### src/rtl/bcs_pkg.sv
// Shared types and constants for the batch cosine similarity block.
// Used by the front end, the job queue and the back end. No dependencies.
`timescale 1ns / 1ps
`default_nettype none
package bcs_pkg;

  localparam int QueueDepth = 4;
  localparam int QueueLevelW = $clog2(QueueDepth + 1);

  localparam logic [31:0] OneQ24 = 32'd16777216;
  localparam logic [31:0] UnitTol = 32'd1677;
  localparam logic [63:0] DenomMin = 64'd281474;

  // Configuration register indexes.
  localparam logic CfgVectorLength = 1'b0;
  localparam logic CfgBatchCount   = 1'b1;

  // One finished vector handed from the front end to the back end.
  typedef struct packed {
    logic               is_cand;
    logic signed [47:0] dot;
    logic [47:0]        sq;
    logic [15:0]        index;
    logic               done;
  } job_t;

endpackage
`default_nettype wire

### src/rtl/bcs_fifo.sv
// Short job queue between the element front end and the arithmetic back end.
// Depends on bcs_pkg for the job word type and the queue depth.
`timescale 1ns / 1ps
`default_nettype none
module bcs_fifo (
  input  wire logic                           clk,
  input  wire logic                           rst,
  input  wire logic                           push,
  input  wire bcs_pkg::job_t                  push_job,
  input  wire logic                           pop,
  output bcs_pkg::job_t                       head_job,
  output logic                                empty,
  output logic [bcs_pkg::QueueLevelW-1:0]     level
);

  localparam int PW = (bcs_pkg::QueueDepth > 1) ? $clog2(bcs_pkg::QueueDepth) : 1;

  bcs_pkg::job_t slots [bcs_pkg::QueueDepth];
  logic [PW-1:0] wr_ptr;
  logic [PW-1:0] rd_ptr;

  assign empty    = (level == '0);
  assign head_job = slots[rd_ptr];

  always_ff @(posedge clk) begin
    if (push) begin
      slots[wr_ptr] <= push_job;
    end
  end

  always_ff @(posedge clk) begin
    if (rst) begin
      wr_ptr <= '0;
      rd_ptr <= '0;
      level  <= '0;
    end else begin
      if (push) begin
        wr_ptr <= (wr_ptr == PW'(bcs_pkg::QueueDepth - 1)) ? '0 : wr_ptr + 1'b1;
      end
      if (pop) begin
        rd_ptr <= (rd_ptr == PW'(bcs_pkg::QueueDepth - 1)) ? '0 : rd_ptr + 1'b1;
      end
      if (push && !pop) begin
        level <= level + 1'b1;
      end else if (pop && !push) begin
        level <= level - 1'b1;
      end
    end
  end

endmodule
`default_nettype wire

### config.mk
export PLATFORM = sky130hd
export DESIGN_NAME = bcs_fifo
export DESIGN_NICKNAME = d
export VERILOG_FILES = /design/src/rtl/bcs_pkg.sv /design/src/rtl/bcs_fifo.sv
export SDC_FILE = /design/constraint.sdc
export NUM_CORES = 1
export LEC_CHECK = 0
export BUFFER_PORTS_ARGS = -buffer_cell sky130_fd_sc_hd__buf_2
export CAP_MARGIN = 5
export CORE_MARGIN = 2
export CORE_UTILIZATION = 30
export CTS_BUF_LIST = sky130_fd_sc_hd__clkbuf_16
export CTS_CLUSTER_SIZE = 14
export DETAILED_ROUTE_END_ITERATION = 16
export PLACE_DENSITY_LB_ADDON = 0.1
export SETUP_SLACK_MARGIN = 0.3
export SYNTH_ARGS = -nofsm -noshare
export SYNTH_HDL_FRONTEND = slang
export SYNTH_SLANG_ARGS = --single-unit
### constraint.sdc
create_clock -name clk -period 4.4 [get_ports clk]
set_input_delay 0.22 -clock clk [delete_from_list [all_inputs] [get_ports clk]]
set_output_delay 0.22 -clock clk [all_outputs]
set_load 0.02 [all_outputs]
==> Word level (Yosys, flattened, before mapping) <==
Memories as Yosys holds them, arrays and structs flattened. A register that Yosys moved wholly into a read port is not among the register bits.
Cells that the tools add are included.
{ "classes": {"n_eq_ne": 2, "add_sub_neg": 4, "n_reduce_logical": 6, "mux": 8} }
{ "ops": {"columns": ["op", "n"], "rows": [
  ["$mux W2", 4],
  ["$mux W3", 2],
  ["$add A2 B1 Y2 const B", 2],
  ["$eq A2 B2 Y1 const B", 2],
  ["$add A3 B1 Y3 const B", 1],
  ["$logic_not A3 Y1", 1],
  ["$sub A3 B1 Y3 const B", 1],
  ["$logic_and A1 B1 Y1", 2],
  ["$logic_not A1 Y1", 2],
  ["$mux W1", 2],
  ["$reduce_bool A2 Y1", 1]
]} }
{ "totals": {"output_inout_bits": 118, "mem_count": 1, "regBits": 7, "ram_bits": 456, "inputBits": 118} }
{ "memory_table": {"columns": ["memory", "depth", "word_bits", "rd", "rd_clocked_by_memory_dff", "wr", "line", "rtl"], "rows": [
  ["slots", 4, 114, 1, 1, 1, "bcs_fifo.sv:18", "bcs_pkg::job_t slots [bcs_pkg::QueueDepth];"]
]} }

==> Logic depth before layout (Yosys ltp) <==
{ "depth": {"word_depth": 4, "ltp_mapped": 7, "depth_no_buf": 7} }

==> Worst setup path before layout <==
No wires, ideal clock.
{ "synth_path": {"kind": "flip-flop to flip-flop", "start": "reg wr_ptr[0]", "end": "mem slots[3][0] (netlist bit) (enable)", "stages_incl_launch_ff": 3, "arrival_time_ps": 3170, "t_required_ps": 3914, "setup_slack_ps": 744, "path_cell_list": "dfxtp_1 -> ha_1 -> and2_1"} }
{ "synth_lines": {"columns": ["element", "line", "rtl"], "rows": [
  ["start, declared", "bcs_fifo.sv:19", "logic [PW-1:0] wr_ptr;"],
  ["start signal, assigned", "bcs_fifo.sv:38", "wr_ptr <= (wr_ptr == PW'(bcs_pkg::QueueDepth - 1)) ? '0 : wr_ptr + 1'b1;"],
  ["end, declared", "bcs_fifo.sv:18", null]
]} }
No word-level cell before the write port.

==> impl_metrics.csv <==
group,metric,value,unit
placement,dpl.hpwl,20.5,mm
drt,wl_per_cell,20.3,microns
cts,worstSkewPairLatency,570,ps
setup_path,cp-start-kind,"flip-flop",
die,row_count,86,
cts,post_cts_buffers,0,
drt,dr.pass1.iters,4,
power_and_ir_drop,pwr-share-seq,0.502,
drt,drt_wl_total,36.8,mm
cts,cts_made_buffers,51,
synth,netlist_area,16900,sq um
power_and_ir_drop,combPwrFrac,0.099,
die,die_area,58200,sq um
power_and_ir_drop,p_int,7.88,mW
cts,cts_tree,"yes",
drt,first_iter_violations,422,
cells_and_area,syn2layout_area_growth,28.9,%
placement,port_buffers,235,
setup_path,reg2reg_from,"wr_ptr[0]",
die,initial_core_util,0.305,
synth,syn-num-nets,765,
setup_path,critPathRequiredTime,4180,ps
power_and_ir_drop,p_leak,7.32,nW
status,status,"complete, no violations",
power_and_ir_drop,power.density,467,nW/um^2
setup_path,worst_path_largest_cell_delay,740,ps
timing,setup_tns,0,ps
die,die_x,241,microns
timing,tightest_slew,828,ps
die,num_io_pins,236,
setup_path,slowest_stage,"dfxtp_4",
timing,finalHoldViolCount,0,
setup_path,end_kind,"primary output",
cts,cts.clk_slew.worst_paths,60,ps
timing,setup-violations-final,0,
synth,ys_seq_area_frac,0.821,
setup_path,path_cells,"buf_4 > mux4_2 > buf_2",
timing,slew_headroom,0.448,
synth,synth_top_area_share,0.810,
grt,grt_pass1_wl,54.8,mm
synth,synth_cell_type_count,19,
timing,period_minus_slack,2800,ps
drt,drt_drc_violations_left,0,
timing,fmax,0.357,GHz
cts,cts_root_buf,"clkbuf_16",
synth,synth_area_leader_cell,"edfxtp_1",
timing,report.final.slew_viol_count,0,
die,die_y,241,microns
timing,rsz0062_at_grt,"no",
synth,ys_seq_elements,465,
grt,grt_pass1_vias,8704,
drt,drtAntennaViolNets,0,
power_and_ir_drop,swShare,0.226,
grt,grt_max_degree,115,
drt,vias_per_cell,4.39,
synth,yosysWarningCount,0,
drt,dr_total_vias,7979,
grt,antenna_found_initial,5,
cts,clock-sinks,465,
run,maxCapViolCount,0,
cts,clockBufferDepth,3,
grt,grt_use_total,0.128,
power_and_ir_drop,vdd.ir_drop.worst,0.000260,V
cells_and_area,fin_util,0.393,
cts,htree_levels,2,
setup_path,crit_arrival,2580,ps
synth,synth_top_cells_by_area,"edfxtp_1, mux4_2, dfxtp_1, buf_8, ha_1",
min_path,hp-class,"primary input to flip-flop",
grt,grt.overflow.total,0,
placement,gp_congestion,0.673,
placement,dp_slack,2080,ps
timing,min_period_over_period,0.637,
power_and_ir_drop,p_clk_frac,0.400,
synth,synthCells,640,
die,core_region_area,55400,sq um
power_and_ir_drop,total_power,10.2,mW
timing,setup_ws,1600,ps
setup_path,cp_max_fo,28,
cells_and_area,drive_gt1_frac,0.406,
synth,syn_avg_cell_area,26.4,sq um
min_path,worstHoldStart,"push_job[41]",
setup_path,path_class,"flip-flop to primary output",
power_and_ir_drop,p_sw,2.30,mW
cells_and_area,nNetsFinal,1155,
timing,clock_skew,9.49,ps
[state kept, by name, summed over array words and instances, names as in the netlist, named ones only]
signal  cells
slots     456
wr_ptr      2
rd_ptr      2
level       3
[routing by layer]
layer | GRT usage | share of wire | up-vias
met5 | 0 | 0.00073 | -
met4 | 0.0333 | 0.018 | 4
met3 | 0.0390 | 0.067 | 59
met2 | 0.193 | 0.45 | 212
met1 | 0.181 | 0.46 | 4153
li1 | - | - | 3551
[cell usage after synthesis]
master / count
inv_1: 5
nor3b_1: 2
edfxtp_1: 456
buf_2: 13
mux4_2: 114
mux2i_1: 3
a21oi_1: 3
buf_8: 7
dfxtp_1: 9
o21ai_0: 1
ha_1: 6
and2_1: 4
fa_1: 1
clkbuf_1: 5
buf_6: 1
nor2_1: 6
or3_1: 1
xor2_1: 2
nor3_1: 1
[cell type report]
class	instances	area, sq um
Clock buffer	53	1330
Fill cell	5023	33600
Antenna cell	2	5.00
Multi-Input combinational cell	144	2810
Timing Repair Buffer	363	2520
Tap cell	748	936
Clock inverter	39	278
Inverter	5	18.8
Sequential cell	465	13900
[critical path, delay by kind of cell, from the launching register on]
family	cells	cell delay, ps
muxes	1	590
DFF	1	740
buffers and inverters	2	660
[cells in the final DEF, fill, tap and decap left out, types with 3 or more instances in the layout]
cell,count
buf_4,4
mux4_2,114
edfxtp_1,456
buf_12,7
inv_1,13
and2_4,4
a21oi_1,3
buf_2,235
clkinv_1,16
dfxtp_1,7
mux2i_1,3
nor2_1,6
ha_1,6
clkinv_2,6
bufinv_16,4
dlygate4sd3_1,117
clkbuf_16,53
clkinvlp_4,5
[power by group through the flow]
stage / Clock [mW] / Combinational, mW / Sequential, mW
after global routing: 4.39 / 1.09 / 5.12
after CTS: 4.22 / 1.04 / 5.11
after floorplan: 0 / 0.571 / 5.20
after detailed placement: 0 / 0.948 / 5.20
final: 4.07 / 1.00 / 5.11
after global placement: 0 / 0.949 / 5.20
[cell families (layout without fill, tap and decap cells)]
group,after synthesis,in the layout,synth area share
flops,465,465,0.821
fa+ha+maj,7,7,0.00563
other cells,0,2,0
xor+xnor,2,2,0.00104
simple gates,14,14,0.00437
compound gates,4,4,0.00118
mux,117,117,0.154
buf+inv,31,460,0.0130
[final timing paths]
check        slack, ps  cells after the start       endpoint
max               1600                      3  head_job[102]
min                400                      2   slots[1][41]
max reg2reg       2320                      4  slots[2][109]
min reg2reg        520                      2       level[2]
[per-stage QoR]
step / hold WS [ps] / cells / area (sq um)
2_1_floorplan: 289 / 640 / 16900
3_3_place_gp: 439 / 1608 / 19000
3_5_place_dp: 438 / 1608 / 19000
4_1_cts: 347 / 1817 / 21800
5_1_grt: 369 / 1819 / 21800
6_report: 398 / 1819 / 21800
[timing repair]
| action | CTS | global route |
|---|---|---|
| setup endpoints to repair | 0 | 0 |
| hold buffers | 117 | 0 |
| gates resized for setup | 0 | 0 |
| hold endpoints to repair | 465 | 0 |
Power figures use the tool's default switching activity.
