==> src/rtl/bcs_pkg.sv <==
// Shared types and constants for the batch cosine similarity block.
// Used by the front end, the job queue and the back end. No dependencies.
`timescale 1ns / 1ps
`default_nettype none
package bcs_pkg;

  localparam int QueueDepth = 4;
  localparam int QueueLevelW = $clog2(QueueDepth + 1);

  localparam logic [31:0] OneQ24 = 32'd16777216;
  localparam logic [31:0] UnitTol = 32'd1677;
  localparam logic [63:0] DenomMin = 64'd281474;

  // Configuration register indexes.
  localparam logic CfgVectorLength = 1'b0;
  localparam logic CfgBatchCount   = 1'b1;

  // One finished vector handed from the front end to the back end.
  typedef struct packed {
    logic               is_cand;
    logic signed [47:0] dot;
    logic [47:0]        sq;
    logic [15:0]        index;
    logic               done;
  } job_t;

endpackage
`default_nettype wire

==> src/rtl/bcs_back.sv <==
// Back end: square root of a sum of squares, norm product and long division,
// one result bit per cycle, feeding the output register.
// Depends on bcs_pkg for the job word type and the fixed-point constants.
`timescale 1ns / 1ps
`default_nettype none
module bcs_back (
  input  wire logic          clk,
  input  wire logic          rst,
  input  wire logic          queue_empty,
  input  wire bcs_pkg::job_t head_job,
  output logic               pop,
  output logic               out_valid,
  input  wire logic          out_stall,
  output logic signed [31:0] similarity,
  output logic [15:0]        vector_index,
  output logic               batch_done
);

  typedef enum logic [2:0] {
    S_IDLE, S_SQRT, S_MUL, S_CHECK, S_DIV, S_ROUND, S_OUT
  } state_t;

  state_t        state;
  bcs_pkg::job_t job;
  logic [31:0]   qnorm;
  logic          qunit;
  logic [63:0]   sx;
  logic [63:0]   sr;
  logic [63:0]   sbit;
  logic [5:0]    step;
  logic [63:0]   prod;
  logic [63:0]   rem;
  logic [42:0]   quo;
  logic [31:0]   res;

  logic          neg;
  logic [47:0]   mag;
  logic          h_neg;
  logic [47:0]   h_mag;
  logic [63:0]   s_try;
  logic          s_take;
  logic [63:0]   s_x_next;
  logic [63:0]   s_r_next;
  logic [64:0]   d_shift;
  logic          d_take;
  logic [42:0]   q_round;

  function automatic logic [31:0] sat_signed(input logic is_neg, input logic [63:0] m);
    logic [31:0] r;
    if (is_neg) begin
      r = (m >= 64'h8000_0000) ? 32'h8000_0000 : 32'(32'd0 - m[31:0]);
    end else begin
      r = (m > 64'h7FFF_FFFF) ? 32'h7FFF_FFFF : m[31:0];
    end
    return r;
  endfunction

  always_comb begin
    neg      = job.dot[47];
    mag      = neg ? 48'(-job.dot) : 48'(job.dot);
    h_neg    = head_job.dot[47];
    h_mag    = h_neg ? 48'(-head_job.dot) : 48'(head_job.dot);
    s_try    = sr + sbit;
    s_take   = (sx >= s_try);
    s_x_next = s_take ? sx - s_try : sx;
    s_r_next = s_take ? (sr >> 1) + sbit : (sr >> 1);
    d_shift  = {rem, 1'b0};
    d_take   = (d_shift >= {1'b0, prod});
    q_round  = quo + 43'((rem >= prod - rem) ? 1 : 0);
  end

  assign pop = (state == S_IDLE) && !queue_empty;

  always_ff @(posedge clk) begin
    if (rst) begin
      state     <= S_IDLE;
      qnorm     <= '0;
      qunit     <= 1'b0;
      out_valid <= 1'b0;
    end else begin
      // In the output state the register is reloaded below instead.
      if (out_valid && !out_stall && state != S_OUT) begin
        out_valid <= 1'b0;
      end
      unique case (state)
        S_IDLE: begin
          if (!queue_empty) begin
            job <= head_job;
            if (head_job.is_cand && qunit) begin
              res   <= sat_signed(h_neg, 64'((h_mag + 48'd32) >> 6));
              state <= S_OUT;
            end else if (head_job.sq >= 48'h4000_0000_0000) begin
              sr <= 64'h0000_0000_FFFF_FFFF;
              if (head_job.is_cand) begin
                state <= S_MUL;
              end else begin
                qnorm <= 32'hFFFF_FFFF;
                qunit <= 1'b0;
              end
            end else begin
              sx    <= {head_job.sq[45:0], 18'd0};
              sr    <= '0;
              sbit  <= 64'h4000_0000_0000_0000;
              step  <= '0;
              state <= S_SQRT;
            end
          end
        end
        S_SQRT: begin
          sx   <= s_x_next;
          sr   <= s_r_next;
          sbit <= sbit >> 2;
          step <= step + 1'b1;
          if (step == 6'd31) begin
            if (job.is_cand) begin
              state <= S_MUL;
            end else begin
              qnorm <= s_r_next[31:0];
              qunit <= (s_r_next[31:0] >= bcs_pkg::OneQ24 - bcs_pkg::UnitTol) &&
                       (s_r_next[31:0] <= bcs_pkg::OneQ24 + bcs_pkg::UnitTol);
              state <= S_IDLE;
            end
          end
        end
        S_MUL: begin
          prod  <= 64'(qnorm) * 64'(sr[31:0]);
          state <= S_CHECK;
        end
        S_CHECK: begin
          if (prod <= bcs_pkg::DenomMin) begin
            res   <= '0;
            state <= S_OUT;
          end else if ({5'd0, mag, 11'd0} >= prod) begin
            res   <= sat_signed(neg, 64'h0000_0100_0000_0000);
            state <= S_OUT;
          end else begin
            rem   <= {16'd0, mag};
            quo   <= '0;
            step  <= '0;
            state <= S_DIV;
          end
        end
        S_DIV: begin
          rem  <= d_take ? 64'(d_shift - {1'b0, prod}) : d_shift[63:0];
          quo  <= {quo[41:0], d_take};
          step <= step + 1'b1;
          if (step == 6'd41) begin
            state <= S_ROUND;
          end
        end
        S_ROUND: begin
          res   <= sat_signed(neg, {21'd0, q_round});
          state <= S_OUT;
        end
        S_OUT: begin
          if (!out_valid || !out_stall) begin
            out_valid    <= 1'b1;
            similarity   <= res;
            vector_index <= job.index;
            batch_done   <= job.done;
            state        <= S_IDLE;
          end
        end
        default: state <= S_IDLE;
      endcase
    end
  end

endmodule
`default_nettype wire

==> config.mk <==
export PLATFORM = sky130hd
export DESIGN_NAME = bcs_back
export DESIGN_NICKNAME = d
export VERILOG_FILES = /design/src/rtl/bcs_pkg.sv /design/src/rtl/bcs_back.sv
export SDC_FILE = /design/constraint.sdc
export NUM_CORES = 2
export LEC_CHECK = 0
export BUFFER_PORTS_ARGS = -buffer_cell sky130_fd_sc_hd__buf_2
export CAP_MARGIN = 20
export CORE_ASPECT_RATIO = 2
export CORE_MARGIN = 8
export CORE_UTILIZATION = 25
export DETAILED_ROUTE_END_ITERATION = 10
export SLEW_MARGIN = 40
export SYNTH_ARGS = -nofsm -noshare
export SYNTH_HDL_FRONTEND = slang
export SYNTH_SLANG_ARGS = --single-unit
==> constraint.sdc <==
create_clock -name clk -period 16.05 [get_ports clk]
set_input_delay 1.605 -clock clk [delete_from_list [all_inputs] [get_ports clk]]
set_output_delay 1.605 -clock clk [all_outputs]
set_load 0.05 [all_outputs]
; ---- Word-level counts from Yosys, hierarchy flattened
; Cells that the tools add are included.
[op_classes]
n_eq_ne = 24
muxes = 70
n_addsub = 12
bitwise = 2
n_shift = 0
n_lt_le_gt_ge = 12
n_mul = 1
div = 0
n_reduce_logical = 26
[op_table]
columns = cell, n
row1 = two-way mux 64 bit, 13
row2 = two-way mux 32 bit, 18
row3 = case mux 64 bit (2 select lines), 4
row4 = subtractor 64 bit, 3
row5 = greater-or-equal comparator 64 bit, 2
row6 = two-way mux 48 bit, 2
row7 = negator 48 bit, 2
row8 = case mux 32 bit (3 select lines), 1
row9 = greater-or-equal comparator 43 x 32 -> 1 bit (second input constant), 2
row10 = greater-than comparator 43 x 31 -> 1 bit (second input constant), 2
row11 = two-way mux 43 bit, 2
row12 = case mux 43 bit (2 select lines), 1
row13 = greater-or-equal comparator 65 x 64 -> 1 bit, 1
row14 = adder 63 x 64 -> 64 bit, 1
row15 = adder 64 bit, 1
row16 = greater-or-equal comparator 59 x 64 -> 1 bit, 1
row17 = less-or-equal comparator 64 x 19 -> 1 bit (second input constant), 1
row18 = multiplier 32 x 32 -> 64 bit, 1
row19 = case mux 32 bit (2 select lines), 1
row20 = subtractor 1 x 32 -> 32 bit (first input constant), 2
row21 = adder 48 x 6 -> 49 bit (second input constant), 1
row22 = greater-or-equal comparator 48 x 47 -> 1 bit (second input constant), 1
row23 = adder 43 x 1 -> 43 bit, 1
row24 = greater-or-equal comparator 32 x 24 -> 1 bit (second input constant), 1
row25 = other kinds (32), 82
[totals]
mem_bits_rw = 0
rom_bits = 0
reg_bits = 553
n_memories = 0
input_bits = 118
out_inout_bits = 51
elab_cells = 166
latch_bits = 0

; ---- Depth between registers and ports, before layout
[logic_depth]
ltp_word = 9
ltp_mapped = 47
mapped_depth_nobuf = 45

; ---- Worst setup path after synthesis
; Ideal clock, no wire load.
[synth_path]
path_kind = input port to flip-flop
from = in rst
to = reg sx[0], enable pin
setup_time_ns = 0.583
required_ns = 15.467
path_stages = 4
path_slack_ns = 1.535
t_arrival_ns = 13.932
path_cell_list = clkbuf_1 nor4_1 o21a_1 a21boi_0
[synth_between]
elab_chain_cells = 2
[synth_lines]
columns = item, line
row1 = from (decl), bcs_back.sv:8  ; input wire logic rst,
row2 = inverter 1 bit (no source line), n/a
row3 = AND reduction 6 bit (no source line), n/a
row4 = to (signal assigned), bcs_back.sv:101  ; sx <= {head_job.sq[45:0], 18'd0};
row5 = to (signal assigned), bcs_back.sv:110  ; sx <= s_x_next;
row6 = to (decl), bcs_back.sv:27  ; logic [63:0] sx;
; Every way passes these cells.
; A chain may end at the register's enable or synchronous reset.

; ---- Worst setup path in the final report
[layout_path]
from = reg prod[0]
to = reg res[10], data pin
[layout_between]
elab_chain_cells = 8
[layout_lines]
columns = item, line
row1 = from (decl), bcs_back.sv:31  ; logic [63:0] prod;
row2 = from (signal assigned), bcs_back.sv:126  ; prod <= 64'(qnorm) * 64'(sr[31:0]);
row3 = subtractor 64 bit, bcs_back.sv:69  ; q_round = quo + 43'((rem >= prod - rem) ? 1 : 0);
row4 = greater-or-equal comparator 64 bit, bcs_back.sv:69
row5 = two-way mux 1 bit, bcs_back.sv:69
row6 = adder 43 x 1 -> 43 bit, bcs_back.sv:69
row7 = greater-than comparator 43 x 31 -> 1 bit (tied with other cells), bcs_back.sv:53  ; r = (m > 64'h7FFF_FFFF) ? 32'h7FFF_FFFF : m[31:0];
row8 = "two-way mux 32 bit, on equally long branches", "bcs_back.sv:53, bcs_back.sv:51"
row9 = two-way mux 32 bit, bcs_back.sv:50  ; if (is_neg) begin
row10 = case mux 32 bit (3 select lines) *, bcs_back.sv:85  ; unique case (state)
row11 = to (signal assigned), bcs_back.sv:90  ; res <= sat_signed(h_neg, 64'((h_mag + 48'd32) >> 6));
row12 = to (signal assigned), bcs_back.sv:134  ; res <= sat_signed(neg, 64'h0000_0100_0000_0000);
row13 = to (signal assigned), bcs_back.sv:152  ; res <= sat_signed(neg, {21'd0, q_round});
row14 = to (decl), bcs_back.sv:34  ; logic [31:0] res;
; Mark *: on every way between the ends. The rest lies on a longest branch, timed or not.

==> run_results.csv <==
group,metric,value,unit
status,run_status,"finished clean",
sta,tightest_slew,0.941,ns
run,max_cap_viol_count,0,
cts,clock_path_buffers,3,
cts,clk_pin_slew,0.07,ns
finish,final_cells,12800,
worst_setup_path,crit_arrival,10.60,ns
worst_setup_path,timing.critical_path.mode_cell,"a21oi_1",
floorplanning,dieWidth,407,um
global_route,grt_max_degree,139,
place,dp_cells,12600,
floorplanning,rows,287,
synthesis,yosysTopAreaCell,"fa_1",
cts,clk_latency,0.69,ns
worst_setup_path,reg2regPathDepth,44,
finish,fillers,32600,
place,dp_worst_setup_slack,5.84,ns
routing,detail_route.iter0.violations,4958,
floorplanning,num_io_pins,169,
sta,rsz0062_at_grt,"no",
worst_setup_path,worstSetupPathType,"reg2reg",
worst_setup_path,r2r_slack,5.86,ns
cts,cts_tree,"built",
global_route,overflow,0,
cts,cts-resized-gates,0,
global_route,grt_pass1_wl,373,mm
floorplanning,dieArea,324000,sq um
sta,slew_headroom,0.370,
sta,whs,0.419,ns
worst_setup_path,slowest_delay,0.59,ns
synthesis,yosysSeqAreaShare,0.200,
worst_setup_path,cpLargestDelayFamily,"compound AO/OA/AOI/OAI gates",
floorplanning,coreArea,305000,sq um
cts,numCtsBuffers,66,
floorplanning,die_y,798,um
synthesis,synth_area,76400,sq um
sta,slew_violations,0,
cts,hold_buffers,0,
routing,dr.pass1.iters,7,
cts,ctsHtreeMaxLevel,3,
synthesis,syn-num-nets,10400,
worst_hold_path,min_path_type,"reg2reg",
finish,drive_gt1_frac,0.0563,
routing,ant_nets,0,
finish,fin_nets,10300,
sta,finalSetupTns,0,ns
sta,min_period,10.19,ns
worst_setup_path,worst_setup_path_end_kind,"flop",
global_route,grt_pass1_vias,63700,
worst_setup_path,critPathSlowestCell,"nor2_1",
synthesis,ys_warn_count,0,
finish,area_growth,9.94,%
place,io_buffers,168,
sta,max_freq,0.0981,GHz
sta,period_share,0.635,
global_route,antenna_found_initial,18,
worst_setup_path,cp_max_fo,23,
worst_hold_path,holdPathEnd,"vector_index[14]$_DFFE_PP_",
sta,setup_ws,5.86,ns
place,gp_congestion,0.915,
worst_setup_path,worst-endpoint-required,16.46,ns
routing,wl_per_cell,18.6,um
routing,drt_wl_total,238,mm
synthesis,synth_edf_count,484,
worst_setup_path,critPathLaunchType,"flop",
worst_setup_path,crit_buf_inv,3,
synthesis,synth_top_area_share,0.236,
cts,clock_sinks,521,
worst_hold_path,hold_start,"job[15]$_DFFE_PP_",
routing,drc,0,
synthesis,ys_ff_latch,521,
synthesis,syn_area_per_cell,8.73,sq um
cts,root_buffer,"clkbuf_16",
place,hpwl,185,mm
synthesis,synth_flop_cell,"edfxtp_1",
worst_hold_path,min_delay_path_depth,0,
worst_setup_path,r2r-end,"res[10]$_DFFE_PP_",
synthesis,synth.distinct_cells,93,
sta,setup_viol,0,
worst_setup_path,worstReg2RegStart,"prod[0]$_DFFE_PP_",
finish,final_cell_mix,"nand2_1, inv_1, fa_1, ha_1, edfxtp_1",
global_route,grt.total_usage,0.143,
synthesis,synthTopCellsByArea,"fa_1, edfxtp_1, ha_1",
finish,final_common_cell,"nand2_1",
synthesis,async_flop_share,0,
synthesis,netlist_instances,8748,
cts,cts_setup_buffers,0,
routing,viasPerCell,4.92,
floorplanning,start_util,0.251,
sta,finalHoldViolations,0,
sta,finalClockSkew,0.0616,ns
routing,route.vias.total,62800,
[per-layer routing]
layer  GRT usage  part of all wire  up-vias
met5           0           0.00021        -
met4      0.0454             0.034        8
met3      0.0177             0.064      385
met2       0.235              0.46     2058
met1       0.196              0.44    31300
li1            -                 -    29100
[per-stage QoR]
stage	utilization	instance area, sq um
after floorplan	-	76400
after global placement	0.268	81600
after detailed placement	0.268	81700
after CTS	0.276	83900
after global routing	0.276	83900
final	0.276	83900
[Yosys cell counts (52+ instances only)]
library cell / n
a211oi_1: 72
a21o_1: 175
a21oi_1: 397
a31oi_1: 146
and2_1: 326
and3_1: 94
clkbuf_1: 377
edfxtp_1: 484
fa_1: 899
ha_1: 642
inv_1: 1188
nand2_1: 1274
nand2b_1: 64
nand3_1: 134
nand4_1: 104
nor2_1: 463
nor2b_1: 76
nor3_1: 115
o21ai_0: 373
o21bai_1: 67
o31ai_1: 55
or3_1: 52
xnor2_1: 318
xor2_1: 215
[cells by family (layout without fill, tap and decap cells)]
kind of cell    after synthesis  count (layout)  synth area share
compound gates             1620            1620             0.136
mux                          27              27           0.00365
xor+xnor                    533             533            0.0611
fa+ha+maj                  1541            1541             0.341
simple gates               2888            2888             0.179
other cells                   0              11                 0
flops                       521             521             0.200
buf+inv                    1618            1589            0.0798
[worst max path at each step]
stage	start	endpoint	slack, ns	depth (start not counted)
2_1_floorplan	rst	sx[0]$_SDFFCE_PN0P_	1.53	4
3_3_place_gp	prod[1]$_DFFE_PP_	res[10]$_DFFE_PP_	5.04	32
3_5_place_dp	prod[1]$_DFFE_PP_	res[4]$_DFFE_PP_	5.84	38
4_1_cts	prod[1]$_DFFE_PP_	res[10]$_DFFE_PP_	5.77	38
5_1_grt	prod[0]$_DFFE_PP_	res[10]$_DFFE_PP_	5.14	44
6_report	prod[0]$_DFFE_PP_	res[10]$_DFFE_PP_	5.86	44
[layout make-up]
type | instances | area, sq um | share of cell area
multi-input cells | 6609 | 55100 | 0.657
well taps | 4046 | 5060 | 0.0603
clock buffers | 76 | 1730 | 0.0206
clock inverters | 43 | 502 | 0.00598
inverters | 1188 | 4460 | 0.0531
flip-flops and latches | 521 | 15300 | 0.182
repair buffers | 282 | 1740 | 0.0208
diodes | 11 | 27.5 | 0.000328
[flip-flops by register name, summed over array words and instances, names as in the netlist]
name / cells
out_valid: 1
qnorm: 32
sx: 64
quo: 43
state: 3
sbit: 32
qunit: 1
rem: 64
job: 66
sr: 64
step: 6
prod: 64
res: 32
vector_index: 16
batch_done: 1
similarity: 32
Power is left out: the tool's default activity adds up to more than one toggle a clock period on the data nets, which glitch-free logic cannot reach.
